==> src/rtl/mandelbrot_escape_time_unit_defines.svh <==
// assertion macros for the escape time unit
`ifndef MANDELBROT_ESCAPE_TIME_UNIT_DEFINES_SVH
`define MANDELBROT_ESCAPE_TIME_UNIT_DEFINES_SVH

// same-cycle implication, sampled on clk, off while rst_n is low
`define MET_ASSERT_NOW(lbl, ante, cons, msg) \
  lbl: assert property (@(posedge clk) disable iff (!rst_n) (ante) |-> (cons)) \
    else $error(msg);

// next-cycle implication, sampled on clk, off while rst_n is low
`define MET_ASSERT_NEXT(lbl, ante, cons, msg) \
  lbl: assert property (@(posedge clk) disable iff (!rst_n) (ante) |=> (cons)) \
    else $error(msg);

`endif

==> src/rtl/met_pkg.sv <==
// shared types, constants and fixed-point helpers of the escape time unit
package met_pkg;

  localparam int MAX_DIM   = 4096;
  localparam int FRAC_BITS = 24;

  localparam int PIX_W    = 12;
  localparam int CNT_W    = 16;
  localparam int Z_W      = 32;
  localparam int P_W      = 2 * Z_W;
  localparam int STEP_W   = 25;
  localparam int LIMIT_W  = 28;
  localparam int LIM2_W   = 2 * LIMIT_W;
  localparam int CFG_IDX_W  = 3;
  localparam int CFG_DATA_W = 32;

  localparam logic signed [Z_W-1:0]   RST_RE_LEFT   = -32'sd41943040;
  localparam logic [STEP_W-1:0]       RST_REAL_STEP = 25'd57344;
  localparam logic signed [Z_W-1:0]   RST_IMAG_MAX  = 32'sd20971520;
  localparam logic [STEP_W-1:0]       RST_IMAG_STEP = 25'd40960;
  localparam logic [LIMIT_W-1:0]      RST_LIMIT     = 28'd33554432;
  localparam logic [CNT_W-1:0]        RST_MAX_ITER  = 16'd256;

  localparam logic signed [P_W-1:0] S32_MAX = 64'sd2147483647;
  localparam logic signed [P_W-1:0] S32_MIN = -64'sd2147483648;

  typedef enum logic [CFG_IDX_W-1:0] {
    CFG_RE_LEFT   = 3'd0,
    CFG_REAL_STEP = 3'd1,
    CFG_IMAG_MAX  = 3'd2,
    CFG_IMAG_STEP = 3'd3,
    CFG_LIMIT     = 3'd4,
    CFG_MAX_ITER  = 3'd5
  } cfg_idx_t;

  typedef struct packed {
    logic signed [Z_W-1:0] re_left;
    logic [STEP_W-1:0]     real_step;
    logic signed [Z_W-1:0] imag_max;
    logic [STEP_W-1:0]     imag_step;
    logic [LIMIT_W-1:0]    escape_limit;
    logic [CNT_W-1:0]      max_iter;
  } cfg_regs_t;

  typedef enum logic [3:0] {
    ST_IDLE,
    ST_LIM,
    ST_MAP_R,
    ST_MAP_I,
    ST_INIT,
    ST_SQ_R,
    ST_SQ_I,
    ST_CROSS,
    ST_UPDATE,
    ST_DONE
  } met_state_t;

  function automatic logic signed [Z_W-1:0] sat32(input logic signed [P_W-1:0] v);
    logic signed [Z_W-1:0] res;
    if (v > S32_MAX) begin
      res = S32_MAX[Z_W-1:0];
    end else if (v < S32_MIN) begin
      res = S32_MIN[Z_W-1:0];
    end else begin
      res = v[Z_W-1:0];
    end
    return res;
  endfunction

  function automatic logic [PIX_W-1:0] clamp_pix(input logic [PIX_W-1:0] p);
    logic [PIX_W-1:0] res;
    if ((PIX_W+1)'(p) >= (PIX_W+1)'(MAX_DIM)) begin
      res = PIX_W'(MAX_DIM - 1);
    end else begin
      res = p;
    end
    return res;
  endfunction

endpackage

==> src/rtl/met_ifs.sv <==
// valid/ready channel interfaces for pixels, counts and register writes
interface met_pix_if;
  logic        valid;
  logic        ready;
  logic [11:0] pixel_x;
  logic [11:0] pixel_y;
  modport source(output valid, pixel_x, pixel_y, input ready);
  modport sink(input valid, pixel_x, pixel_y, output ready);
endinterface

interface met_cnt_if;
  logic        valid;
  logic        ready;
  logic [15:0] escape_count;
  modport source(output valid, escape_count, input ready);
  modport sink(input valid, escape_count, output ready);
endinterface

interface met_cfg_if;
  logic        valid;
  logic        ready;
  logic [2:0]  index;
  logic [31:0] data;
  modport source(output valid, index, data, input ready);
  modport sink(input valid, index, data, output ready);
endinterface

==> src/rtl/met_mul.sv <==
// shared signed 32x32 multiplier with registered product
module met_mul (
  input  logic                             clk,
  input  logic signed [met_pkg::Z_W-1:0]   op_a,
  input  logic signed [met_pkg::Z_W-1:0]   op_b,
  output logic signed [met_pkg::P_W-1:0]   prod_r
);
  import met_pkg::*;

  logic signed [P_W-1:0] prod_nxt;

  assign prod_nxt = P_W'(op_a) * P_W'(op_b);

  always_ff @(posedge clk) begin
    prod_r <= prod_nxt;
  end

endmodule

==> src/rtl/met_cfg.sv <==
// configuration register file
module met_cfg (
  input  logic                clk,
  input  logic                rst_n,
  met_cfg_if.sink             cfg,
  output met_pkg::cfg_regs_t  regs
);
  import met_pkg::*;

  cfg_regs_t regs_r;
  cfg_regs_t regs_nxt;

  assign cfg.ready = 1'b1;
  assign regs      = regs_r;

  always_comb begin
    regs_nxt = regs_r;
    if (cfg.valid) begin
      unique case (cfg_idx_t'(cfg.index))
        CFG_RE_LEFT:   regs_nxt.re_left      = cfg.data;
        CFG_REAL_STEP: regs_nxt.real_step    = cfg.data[STEP_W-1:0];
        CFG_IMAG_MAX:  regs_nxt.imag_max     = cfg.data;
        CFG_IMAG_STEP: regs_nxt.imag_step    = cfg.data[STEP_W-1:0];
        CFG_LIMIT:     regs_nxt.escape_limit = cfg.data[LIMIT_W-1:0];
        CFG_MAX_ITER:  regs_nxt.max_iter     = cfg.data[CNT_W-1:0];
        default:       regs_nxt = regs_r;
      endcase
    end
  end

  always_ff @(posedge clk) begin
    if (!rst_n) begin
      regs_r.re_left      <= RST_RE_LEFT;
      regs_r.real_step    <= RST_REAL_STEP;
      regs_r.imag_max     <= RST_IMAG_MAX;
      regs_r.imag_step    <= RST_IMAG_STEP;
      regs_r.escape_limit <= RST_LIMIT;
      regs_r.max_iter     <= RST_MAX_ITER;
    end else begin
      regs_r <= regs_nxt;
    end
  end

endmodule

==> src/rtl/met_core.sv <==
// sequencer and z datapath around the shared multiplier
`include "mandelbrot_escape_time_unit_defines.svh"
module met_core (
  input  logic                            clk,
  input  logic                            rst_n,
  met_pix_if.sink                         in_px,
  met_cnt_if.source                       out_cnt,
  input  met_pkg::cfg_regs_t              regs,
  output logic signed [met_pkg::Z_W-1:0]  op_a,
  output logic signed [met_pkg::Z_W-1:0]  op_b,
  input  logic signed [met_pkg::P_W-1:0]  prod
);
  import met_pkg::*;

  met_state_t            state_r, state_nxt;
  logic [PIX_W-1:0]      px_r, px_nxt;
  logic [PIX_W-1:0]      py_r, py_nxt;
  logic [LIM2_W-1:0]     lim2_r, lim2_nxt;
  logic signed [Z_W-1:0] cr_r, cr_nxt;
  logic signed [Z_W-1:0] ci_r, ci_nxt;
  logic signed [Z_W-1:0] zr_r, zr_nxt;
  logic signed [Z_W-1:0] zi_r, zi_nxt;
  logic signed [P_W-1:0] rr_r, rr_nxt;
  logic signed [P_W-1:0] ii_r, ii_nxt;
  logic [CNT_W-1:0]      n_r, n_nxt;
  logic [CNT_W-1:0]      cnt_r, cnt_nxt;
  logic                  out_valid_r, out_valid_nxt;
  logic [CNT_W-1:0]      out_cnt_r, out_cnt_nxt;

  logic signed [Z_W-1:0] a2, b2, ab2;
  logic signed [Z_W-1:0] zr_upd, zi_upd;
  logic [P_W-1:0]        mag;
  logic                  escape_hit;

  // scaled squares and doubled cross term
  assign a2     = sat32(rr_r >>> FRAC_BITS);
  assign b2     = sat32(ii_r >>> FRAC_BITS);
  assign ab2    = sat32(prod >>> (FRAC_BITS - 1));
  assign zr_upd = sat32(P_W'(a2) - P_W'(b2) + P_W'(cr_r));
  assign zi_upd = sat32(P_W'(ab2) + P_W'(ci_r));

  // |z|^2 of the latest z: zr^2 held in rr_r, zi^2 on the product
  assign mag        = $unsigned(rr_r) + $unsigned(prod);
  assign escape_hit = mag > P_W'(lim2_r);

  assign in_px.ready          = (state_r == ST_IDLE);
  assign out_cnt.valid        = out_valid_r;
  assign out_cnt.escape_count = out_cnt_r;

  always_comb begin
    state_nxt     = state_r;
    px_nxt        = px_r;
    py_nxt        = py_r;
    lim2_nxt      = lim2_r;
    cr_nxt        = cr_r;
    ci_nxt        = ci_r;
    zr_nxt        = zr_r;
    zi_nxt        = zi_r;
    rr_nxt        = rr_r;
    ii_nxt        = ii_r;
    n_nxt         = n_r;
    cnt_nxt       = cnt_r;
    out_valid_nxt = out_valid_r;
    out_cnt_nxt   = out_cnt_r;
    op_a          = '0;
    op_b          = '0;

    if (out_valid_r && out_cnt.ready) begin
      out_valid_nxt = 1'b0;
    end

    unique case (state_r)
      ST_IDLE: begin
        if (in_px.valid) begin
          px_nxt    = clamp_pix(in_px.pixel_x);
          py_nxt    = clamp_pix(in_px.pixel_y);
          state_nxt = ST_LIM;
        end
      end
      ST_LIM: begin
        op_a      = Z_W'(regs.escape_limit);
        op_b      = Z_W'(regs.escape_limit);
        state_nxt = ST_MAP_R;
      end
      ST_MAP_R: begin
        op_a      = Z_W'({px_r, 1'b1});
        op_b      = Z_W'(regs.real_step);
        lim2_nxt  = prod[LIM2_W-1:0];
        state_nxt = ST_MAP_I;
      end
      ST_MAP_I: begin
        op_a      = Z_W'({py_r, 1'b1});
        op_b      = Z_W'(regs.imag_step);
        cr_nxt    = sat32(P_W'($signed(regs.re_left)) + (prod >>> 1));
        state_nxt = ST_INIT;
      end
      ST_INIT: begin
        ci_nxt    = sat32(P_W'($signed(regs.imag_max)) - (prod >>> 1));
        zr_nxt    = '0;
        zi_nxt    = '0;
        n_nxt     = '0;
        state_nxt = ST_SQ_R;
      end
      ST_SQ_R: begin
        op_a      = zr_r;
        op_b      = zr_r;
        state_nxt = ST_SQ_I;
      end
      ST_SQ_I: begin
        op_a      = zi_r;
        op_b      = zi_r;
        rr_nxt    = prod;
        state_nxt = ST_CROSS;
      end
      ST_CROSS: begin
        op_a   = zr_r;
        op_b   = zi_r;
        ii_nxt = prod;
        priority if (escape_hit) begin
          cnt_nxt   = n_r;
          state_nxt = ST_DONE;
        end else if (n_r == regs.max_iter) begin
          cnt_nxt   = '0;
          state_nxt = ST_DONE;
        end else begin
          state_nxt = ST_UPDATE;
        end
      end
      ST_UPDATE: begin
        zr_nxt    = zr_upd;
        zi_nxt    = zi_upd;
        n_nxt     = n_r + 1'b1;
        state_nxt = ST_SQ_R;
      end
      ST_DONE: begin
        if (!out_valid_r || out_cnt.ready) begin
          out_valid_nxt = 1'b1;
          out_cnt_nxt   = cnt_r;
          state_nxt     = ST_IDLE;
        end
      end
      default: begin
        state_nxt = ST_IDLE;
      end
    endcase
  end

  always_ff @(posedge clk) begin
    if (!rst_n) begin
      state_r     <= ST_IDLE;
      out_valid_r <= 1'b0;
      n_r         <= '0;
    end else begin
      state_r     <= state_nxt;
      out_valid_r <= out_valid_nxt;
      n_r         <= n_nxt;
    end
  end

  always_ff @(posedge clk) begin
    px_r      <= px_nxt;
    py_r      <= py_nxt;
    lim2_r    <= lim2_nxt;
    cr_r      <= cr_nxt;
    ci_r      <= ci_nxt;
    zr_r      <= zr_nxt;
    zi_r      <= zi_nxt;
    rr_r      <= rr_nxt;
    ii_r      <= ii_nxt;
    cnt_r     <= cnt_nxt;
    out_cnt_r <= out_cnt_nxt;
  end

  `MET_ASSERT_NOW(a_squares_nonneg, state_r == ST_CROSS, !rr_r[P_W-1] && !prod[P_W-1], "negative square on the escape test")
  `MET_ASSERT_NEXT(a_iter_step, state_r == ST_UPDATE, n_r == $past(n_r) + 1'b1, "iteration count did not advance by one")
  `MET_ASSERT_NOW(a_out_load, $rose(out_valid_r), $past(state_r == ST_DONE), "result word loaded outside done")

endmodule

==> src/rtl/mandelbrot_escape_time_unit.sv <==
// top level of the mandelbrot escape time unit
// per pixel: escape limit squared, c mapped from the pixel, z cleared, then z iterated until escape or max_iter
// pixels are taken one at a time: a new one is accepted only once the last count is loaded for output
// the single shared 32x32 multiplier, used three times per iteration, limits the iteration speed
// synchronous active-low reset: idle, no pending word, registers at power-on values
module mandelbrot_escape_time_unit (
  input  logic       clk,
  input  logic       rst_n,
  met_pix_if.sink    in_px,
  met_cnt_if.source  out_cnt,
  met_cfg_if.sink    cfg_wr
);
  import met_pkg::*;

  cfg_regs_t             regs;
  logic signed [Z_W-1:0] op_a;
  logic signed [Z_W-1:0] op_b;
  logic signed [P_W-1:0] prod;

  met_cfg u_cfg (
    .clk   (clk),
    .rst_n (rst_n),
    .cfg   (cfg_wr),
    .regs  (regs)
  );

  met_mul u_mul (
    .clk    (clk),
    .op_a   (op_a),
    .op_b   (op_b),
    .prod_r (prod)
  );

  met_core u_core (
    .clk     (clk),
    .rst_n   (rst_n),
    .in_px   (in_px),
    .out_cnt (out_cnt),
    .regs    (regs),
    .op_a    (op_a),
    .op_b    (op_b),
    .prod    (prod)
  );

endmodule
==> src/flat_wrapper.sv <==
// flat-port wrapper written by rule: the top's interface ports become plain ports
module mandelbrot_escape_time_unit_flat import met_pkg::*;
  (clk, rst_n, in_px_valid, in_px_pixel_x, in_px_pixel_y, in_px_ready, out_cnt_valid, out_cnt_escape_count, out_cnt_ready, cfg_wr_valid, cfg_wr_index, cfg_wr_data, cfg_wr_ready);
  met_pix_if in_px_i ();
  met_cnt_if out_cnt_i ();
  met_cfg_if cfg_wr_i ();
  input  logic clk;
  input  logic rst_n;
  input wire logic [$bits(in_px_i.valid)-1:0] in_px_valid;
  input wire logic [$bits(in_px_i.pixel_x)-1:0] in_px_pixel_x;
  input wire logic [$bits(in_px_i.pixel_y)-1:0] in_px_pixel_y;
  output wire logic [$bits(in_px_i.ready)-1:0] in_px_ready;
  output wire logic [$bits(out_cnt_i.valid)-1:0] out_cnt_valid;
  output wire logic [$bits(out_cnt_i.escape_count)-1:0] out_cnt_escape_count;
  input wire logic [$bits(out_cnt_i.ready)-1:0] out_cnt_ready;
  input wire logic [$bits(cfg_wr_i.valid)-1:0] cfg_wr_valid;
  input wire logic [$bits(cfg_wr_i.index)-1:0] cfg_wr_index;
  input wire logic [$bits(cfg_wr_i.data)-1:0] cfg_wr_data;
  output wire logic [$bits(cfg_wr_i.ready)-1:0] cfg_wr_ready;
  assign in_px_i.valid = in_px_valid;
  assign in_px_i.pixel_x = in_px_pixel_x;
  assign in_px_i.pixel_y = in_px_pixel_y;
  assign in_px_ready = in_px_i.ready;
  assign out_cnt_valid = out_cnt_i.valid;
  assign out_cnt_escape_count = out_cnt_i.escape_count;
  assign out_cnt_i.ready = out_cnt_ready;
  assign cfg_wr_i.valid = cfg_wr_valid;
  assign cfg_wr_i.index = cfg_wr_index;
  assign cfg_wr_i.data = cfg_wr_data;
  assign cfg_wr_ready = cfg_wr_i.ready;
  mandelbrot_escape_time_unit u_core (.clk(clk), .rst_n(rst_n), .in_px(in_px_i), .out_cnt(out_cnt_i), .cfg_wr(cfg_wr_i));
endmodule
==> config.mk <==
export PLATFORM = sky130hd
export DESIGN_NAME = mandelbrot_escape_time_unit_flat
export DESIGN_NICKNAME = d
export VERILOG_FILES = /design/src/rtl/met_pkg.sv /design/src/rtl/met_ifs.sv /design/src/rtl/met_mul.sv /design/src/rtl/met_cfg.sv /design/src/rtl/met_core.sv /design/src/rtl/mandelbrot_escape_time_unit.sv /design/src/flat_wrapper.sv
export VERILOG_INCLUDE_DIRS = /design/src /design/src/rtl
export SDC_FILE = /design/constraint.sdc
export NUM_CORES = 2
export LEC_CHECK = 0
export ABC_CLOCK_PERIOD_IN_PS = 11200
export BUFFER_PORTS_ARGS = -buffer_cell sky130_fd_sc_hd__buf_4
export CAP_MARGIN = 30
export CORE_ASPECT_RATIO = 0.75
export CORE_MARGIN = 4
export CORE_UTILIZATION = 35
export CTS_CLUSTER_DIAMETER = 200
export CTS_CLUSTER_SIZE = 12
export DETAILED_ROUTE_END_ITERATION = 8
export PLACE_DENSITY_LB_ADDON = 0.2
export SLEW_MARGIN = 20
export SYNTH_ARGS = -nofsm -noshare
export SYNTH_HDL_FRONTEND = slang
export SYNTH_SLANG_ARGS = --single-unit
==> constraint.sdc <==
create_clock -name clk -period 11.2 [get_ports clk]
set_input_delay 0.56 -clock clk [delete_from_list [all_inputs] [get_ports clk]]
set_output_delay 0.56 -clock clk [all_outputs]
set_load 0.01 [all_outputs]
# --- Yosys cells after proc, flatten, opt, wreduce, memory -nomap -nowiden ---
# Cells that the tools add are included.
word_totals:
  out_inout_bits: 19
  reg_bits: 611
  elab_cells: 108
op_classes:
  eq_ne: 17
  n_lt_le_gt_ge: 15
  reduce_logical: 20
  multipliers: 1
  mux: 27
  n_addsub: 7
ops:
  columns: ["cell", "count"]
  rows:
  - ["$mux 32", 12]
  - ["$pmux 32 s5", 2]
  - ["$gt 64x32->1 const B", 2]
  - ["$lt 64x32->1 const B", 2]
  - ["$pmux 32 s2", 2]
  - ["$gt 40x32->1 const B", 2]
  - ["$lt 40x32->1 const B", 2]
  - ["$add 32x63->64", 1]
  - ["$add 64x64->64", 1]
  - ["$gt 64x56->1", 1]
  - ["$mul 32x32->64", 1]
  - ["$sub 32x63->64", 1]
  - ["$gt 41x32->1 const B", 1]
  - ["$lt 41x32->1 const B", 1]
  - ["$pmux 4 s9", 1]
  - ["$add 33x32->34", 1]
  - ["$gt 34x32->1 const B", 1]
  - ["$lt 34x32->1 const B", 1]
  - ["$add 32x32->33", 1]
  - ["$gt 33x32->1 const B", 1]
  - ["$lt 33x32->1 const B", 1]
  - ["$sub 32x32->33", 1]
  - ["$mux 16", 2]
  - ["$pmux 16 s2", 1]
  - ["other kinds (20)", 45]

# --- Longest topological paths before layout ---
depth:
  ltp_word: 9
  mapped_depth: 37
  ltp_nobuf: 34

# --- Modules after synthesis ---
# Synthesis repeated with hierarchy kept, for this count alone.
hier_totals:
  cells_unflattened: 8158
  hier_area_um2: 76311.9
by_module_without_submodules:
  columns: ["module", "area_each_um2", "n_inst", "cells_each"]
  rows:
  - ["met_mul", 37823.8, 1, 4016]
  - ["met_core", 32532.5, 1, 3567]
  - ["met_cfg", 5955.7, 1, 575]

# --- Worst setup path after synthesis ---
# OpenSTA, ideal clock, no wires.
synth_path:
  path_kind: "register to register"
  start: "register u_core.u_core.state_r[1]"
  end: "register u_core.u_mul.prod_r[63] (netlist name)"
  required_time_ns: 11.128
  period_less_slack_ns: 11.349
  setup_time_ns: 0.072
  arrival_ns: 11.277
  stages_incl_launch_ff: 30
  slack_ns: -0.149
  path_buffers: 3
  cell_sequence: "dfxtp_1 -> clkbuf_1 -> and2_1 -> nor2b_1 -> clkbuf_1 -> clkbuf_1 -> a22oi_1 -> or2_2 -> fa_1 -> fa_1 -> fa_1 -> fa_1 -> inv_1 -> fa_1 -> fa_1 -> fa_1 -> fa_1 -> ha_1 -> a21o_1 -> a21o_1 -> a21o_1 -> a21o_1 -> a221o_1 -> a311o_1 -> a21boi_0 -> a2111oi_0 -> or3b_2 -> a31o_2 -> a21oi_1 -> xnor2_1"
synth_via:
  elab_chain_cells: 4
synth_lines:
  columns: ["item", "line", "rtl"]
  rows:
  - ["start, declared", "met_core.sv:15", "met_state_t state_r, state_nxt;"]
  - ["start signal, assigned", "met_core.sv:154", "state_r <= state_nxt;"]
  - ["$eq 4x3->1", "met_core.sv:72", "unique case (state_r)"]
  - ["$reduce_or 2->1 (no line)", null, null]
  - ["$pmux 32 s5", "met_core.sv:72", null]
  - ["$mul 32x32->64 *", "met_mul.sv:12", "assign prod_nxt = P_W'(op_a) * P_W'(op_b);"]
  - ["net u_core.u_mul.prod_nxt[63]", "met_mul.sv:10", "logic signed [P_W-1:0] prod_nxt;"]
  - ["end signal, assigned", "met_mul.sv:15", "prod_r <= prod_nxt;"]
  - ["end, declared", "met_mul.sv:6", "output logic signed [met_pkg::P_W-1:0] prod_r"]
# Mark *: on every way through the listed nets, which the timed path passes. The rest lies on a longest branch.
# A chain may end at the register's enable or synchronous reset.

# --- Worst setup path in the final report ---
# Ends and elaborated chain as after synthesis.

==> impl_metrics.env <==
export IMPL_status="completed"
export IMPL_final_fill_count=22100
export IMPL_p_leak_nw=38.3
export IMPL_ios=83
export IMPL_grt_use_total_pct=25.2
export IMPL_holdWs_ns=0.0426
export IMPL_drive_above_1_share_pct=5.81
export IMPL_drt_iter0_markers=6405
export IMPL_hold_path_class="in2reg"
export IMPL_cellPowerDensity_nw_per_um2=118
export IMPL_cp_start_kind="flop"
export IMPL_syn_area_um2=76300
export IMPL_cts_buffer_depth=3
export IMPL_port_buffers=81
export IMPL_synth_top_flop_cell="edfxtp_1"
export IMPL_tns_ns=0
export IMPL_cap_viol_max_count=0
export IMPL_viasPerCell=5.45
export IMPL_power_switching_mw=4.54
export IMPL_drcViolationCount=0
export IMPL_min_path_cells=1
export IMPL_synth_seq_cells=587
export IMPL_grt_pass1_wl_mm=425
export IMPL_hpwlAfterDp_mm=237
export IMPL_clkTransAtPathRegs_ns=0.08
export IMPL_rr_startpoint="u_core.u_core.state_r[1]"
export IMPL_end_kind="flop"
export IMPL_dieHeight_um=412
export IMPL_max_slew_worst_pin_slew_ns=1.16
export IMPL_async_flop_share_pct=0
export IMPL_avgSynthCellArea_um2=8.86
export IMPL_htree_levels=2
export IMPL_cts_buffers=55
export IMPL_p_int_mw=5.22
export IMPL_reg2reg_slack_ns=0.49
export IMPL_fin_crit_sh_pct=95.6
export IMPL_min_from="in_px_pixel_y[0]"
export IMPL_cts_sinks=587
export IMPL_cts_root_buf="clkbuf_16"
export IMPL_final_cell_mix="inv_1 (1339), nand2_1 (1137), fa_1 (1118)"
export IMPL_worstPathMaxFanout=18
export IMPL_critPathKind="reg2reg"
export IMPL_gp_congestion=0.939
export IMPL_drv_slew=0
export IMPL_rsz0062_at_grt="false"
export IMPL_utilization_pct=38.1
export IMPL_dieArea_um2=225000
export IMPL_routed_wirelength_mm=287
export IMPL_period_minus_slack_ns=10.71
export IMPL_clockPowerShare_pct=19.2
export IMPL_max_stage_delay_ns=0.58
export IMPL_path_common_cell="fa_1"
export IMPL_cp_required_ns=11.75
export IMPL_synth_warnings=0
export IMPL_worstReg2RegEnd="u_core.u_mul.prod_r[63]"
export IMPL_vias=62900
export IMPL_layout_commonest_cell="inv_1"
export IMPL_seq_power_share_pct=26.4
export IMPL_dr_pass1_iters=6
export IMPL_tritoncts="yes"
export IMPL_antenna_found_initial=16
export IMPL_wl_per_cell_um=24.8
export IMPL_grt_pass1_vias=62500
export IMPL_relSlewSlack_pct=23.0
export IMPL_slowest_stage="a21oi_2"
export IMPL_synth_edff_count=344
export IMPL_p_sw_share_pct=46.5
export IMPL_combPwrFrac_pct=54.3
export IMPL_floorplan_initialDensity_pct=35.2
export IMPL_overflow=0
export IMPL_ys_seq_area_share_pct=19.9
export IMPL_hold_end="u_core.u_core.py_r[0]"
export IMPL_ant_nets=0
export IMPL_num_nets_final=10200
export IMPL_clock_fmax_ghz=0.0934
export IMPL_synth_fp_nets=10300
export IMPL_grt_max_degree=109
export IMPL_ys_types=101
export IMPL_reg2reg_depth=33
export IMPL_die_w_um=547
export IMPL_arrival_ns=11.25
export IMPL_rows=148
export IMPL_syn2layout_area_growth_pct=8.45
export IMPL_core_um2=217000
export IMPL_skew_ns=0.105
export IMPL_finalPower_mw=9.76
export IMPL_syn_inst=8606
export IMPL_setup_viol=0
export IMPL_hold_viol=0
export IMPL_clock_latency_ns=0.70
export IMPL_vdd_drop_max_uv=122
[flip-flops by register name, indices dropped and copies added, names as in the netlist]
name and flops:
u_core.u_cfg.regs 158, u_core.u_core.ci_r 32, u_core.u_core.cnt_r 16, u_core.u_core.cr_r 32, u_core.u_core.ii_r 40, u_core.u_core.lim2_r 56
u_core.u_core.n_r 16, u_core.u_core.out_cnt.escape_count 16, u_core.u_core.out_cnt.valid 1, u_core.u_core.px_r 12, u_core.u_core.py_r 12, u_core.u_core.rr_r 64
u_core.u_core.state_r 4, u_core.u_core.zi_r 32, u_core.u_core.zr_r 32, u_core.u_mul.prod_r 64
[critical path, delay by kind of cell (launching register included)]
| family | cells | cell delay [ns] |
|---|---|---|
| xor+xnor | 1 | 0.13 |
| compound gates | 12 | 3.50 |
| simple gates | 5 | 0.93 |
| flops | 1 | 0.40 |
| buf+inv | 6 | 1.20 |
| fa+ha+maj | 9 | 4.37 |
[power by group through the flow]
stage,registers [mW],clock network (mW),logic (mW)
finish,2.58,1.88,5.30
global route,2.58,2.00,5.71
CTS,2.58,1.92,5.20
detailed placement,2.62,0,5.15
global placement,2.63,0,5.14
floorplan,2.59,0,3.40
[cells by family (layout without fill, tap and decap cells)]
logic type / count (synthesis) / in the layout / synth area share (%)
buffers and inverters: 1760 / 1769 / 8.79
DFF: 587 / 587 / 19.9
and+or+nand+nor: 2668 / 2669 / 15.5
AOI/OAI and AO/OA: 1686 / 1686 / 14.9
adders and majority gates: 1614 / 1614 / 37.5
xor gates and xnor gates: 268 / 268 / 3.08
muxes: 22 / 22 / 0.297
other: 1 / 7 / 0.00492
[through the flow]
stage | worst slack, ns | cell area, um^2 | cells
final | 0.492 | 82700 | 11500
after global routing | 0.0409 | 82700 | 11500
after CTS | 0.287 | 82500 | 11500
after detailed placement | 0.394 | 80800 | 11400
after global placement | 0.518 | 80700 | 11400
after floorplan | 0.497 | 76300 | 8606
[metal layers]
| layer | GRT usage, % | part of all wire (%) |
|---|---|---|
| met1 | 38.5 | 48 |
| met2 | 37.1 | 42 |
| met3 | 4.22 | 8.0 |
| met4 | 5.62 | 2.6 |
| met5 | 0 | 0.0024 |
[final cells by class]
| class | instances | area (um^2) | area share [%] |
|---|---|---|---|
| clock inverter | 4 | 91.3 | 0.110 |
| sequential | 587 | 15200 | 18.4 |
| timing repair buffer | 327 | 2610 | 3.15 |
| antenna | 6 | 15.0 | 0.0182 |
| tap | 2925 | 3660 | 4.43 |
| multi-input combinational | 6260 | 54500 | 66.0 |
| clock buffer | 98 | 1560 | 1.89 |
| inverter | 1340 | 5030 | 6.08 |
[synth_stat cells (all sizes together) (21+ instances only)]
cell type,n,area share [%]
nand2,1140,5.6
xor2,117,1.3
nand3,142,0.93
inv,1339,6.6
nor4,34,0.30
nor2,776,3.8
and4,33,0.38
nor2b,46,0.38
a211oi,51,0.51
nand4,118,0.98
a31oi,49,0.41
nor3,80,0.53
xnor2,151,1.7
a22oi,78,0.77
fa,1118,29
o31ai,21,0.26
ha,496,8.1
a21oi,432,2.8
o211ai,37,0.37
a21o,270,2.7
and3,83,0.68
nand2b,50,0.41
edfxtp,344,14
and2,72,0.59
dfxtp,243,6.4
a21boi,167,1.6
o21bai,65,0.64
or3,30,0.25
o21ai,229,1.5
o21a,84,0.83
buf,38,0.32
clkbuf,382,1.9
or2,22,0.18
[worst max path at each step]
stage | start | to | slack, ns | depth (start not counted)
2_1_floorplan | u_core.u_core.state_r[1] | u_core.u_mul.prod_r[63] | 0.50 | 35
3_3_place_gp | u_core.u_core.state_r[1] | u_core.u_mul.prod_r[63] | 0.52 | 29
3_5_place_dp | u_core.u_core.state_r[1] | u_core.u_mul.prod_r[63] | 0.39 | 29
4_1_cts | u_core.u_core.state_r[1] | u_core.u_mul.prod_r[63] | 0.29 | 29
5_1_grt | u_core.u_core.state_r[1] | u_core.u_mul.prod_r[60] | 0.04 | 35
6_report | u_core.u_core.state_r[1] | u_core.u_mul.prod_r[63] | 0.49 | 33
[timing repair]
item	4_1_cts	5_1_grt
hold endpoints to repair	2	0
hold buffers	2	0
gates resized for setup	0	6
endpoints found under the setup margin	0	9
setup buffers	0	0
Note: power is estimated with default switching activity, not from simulation.
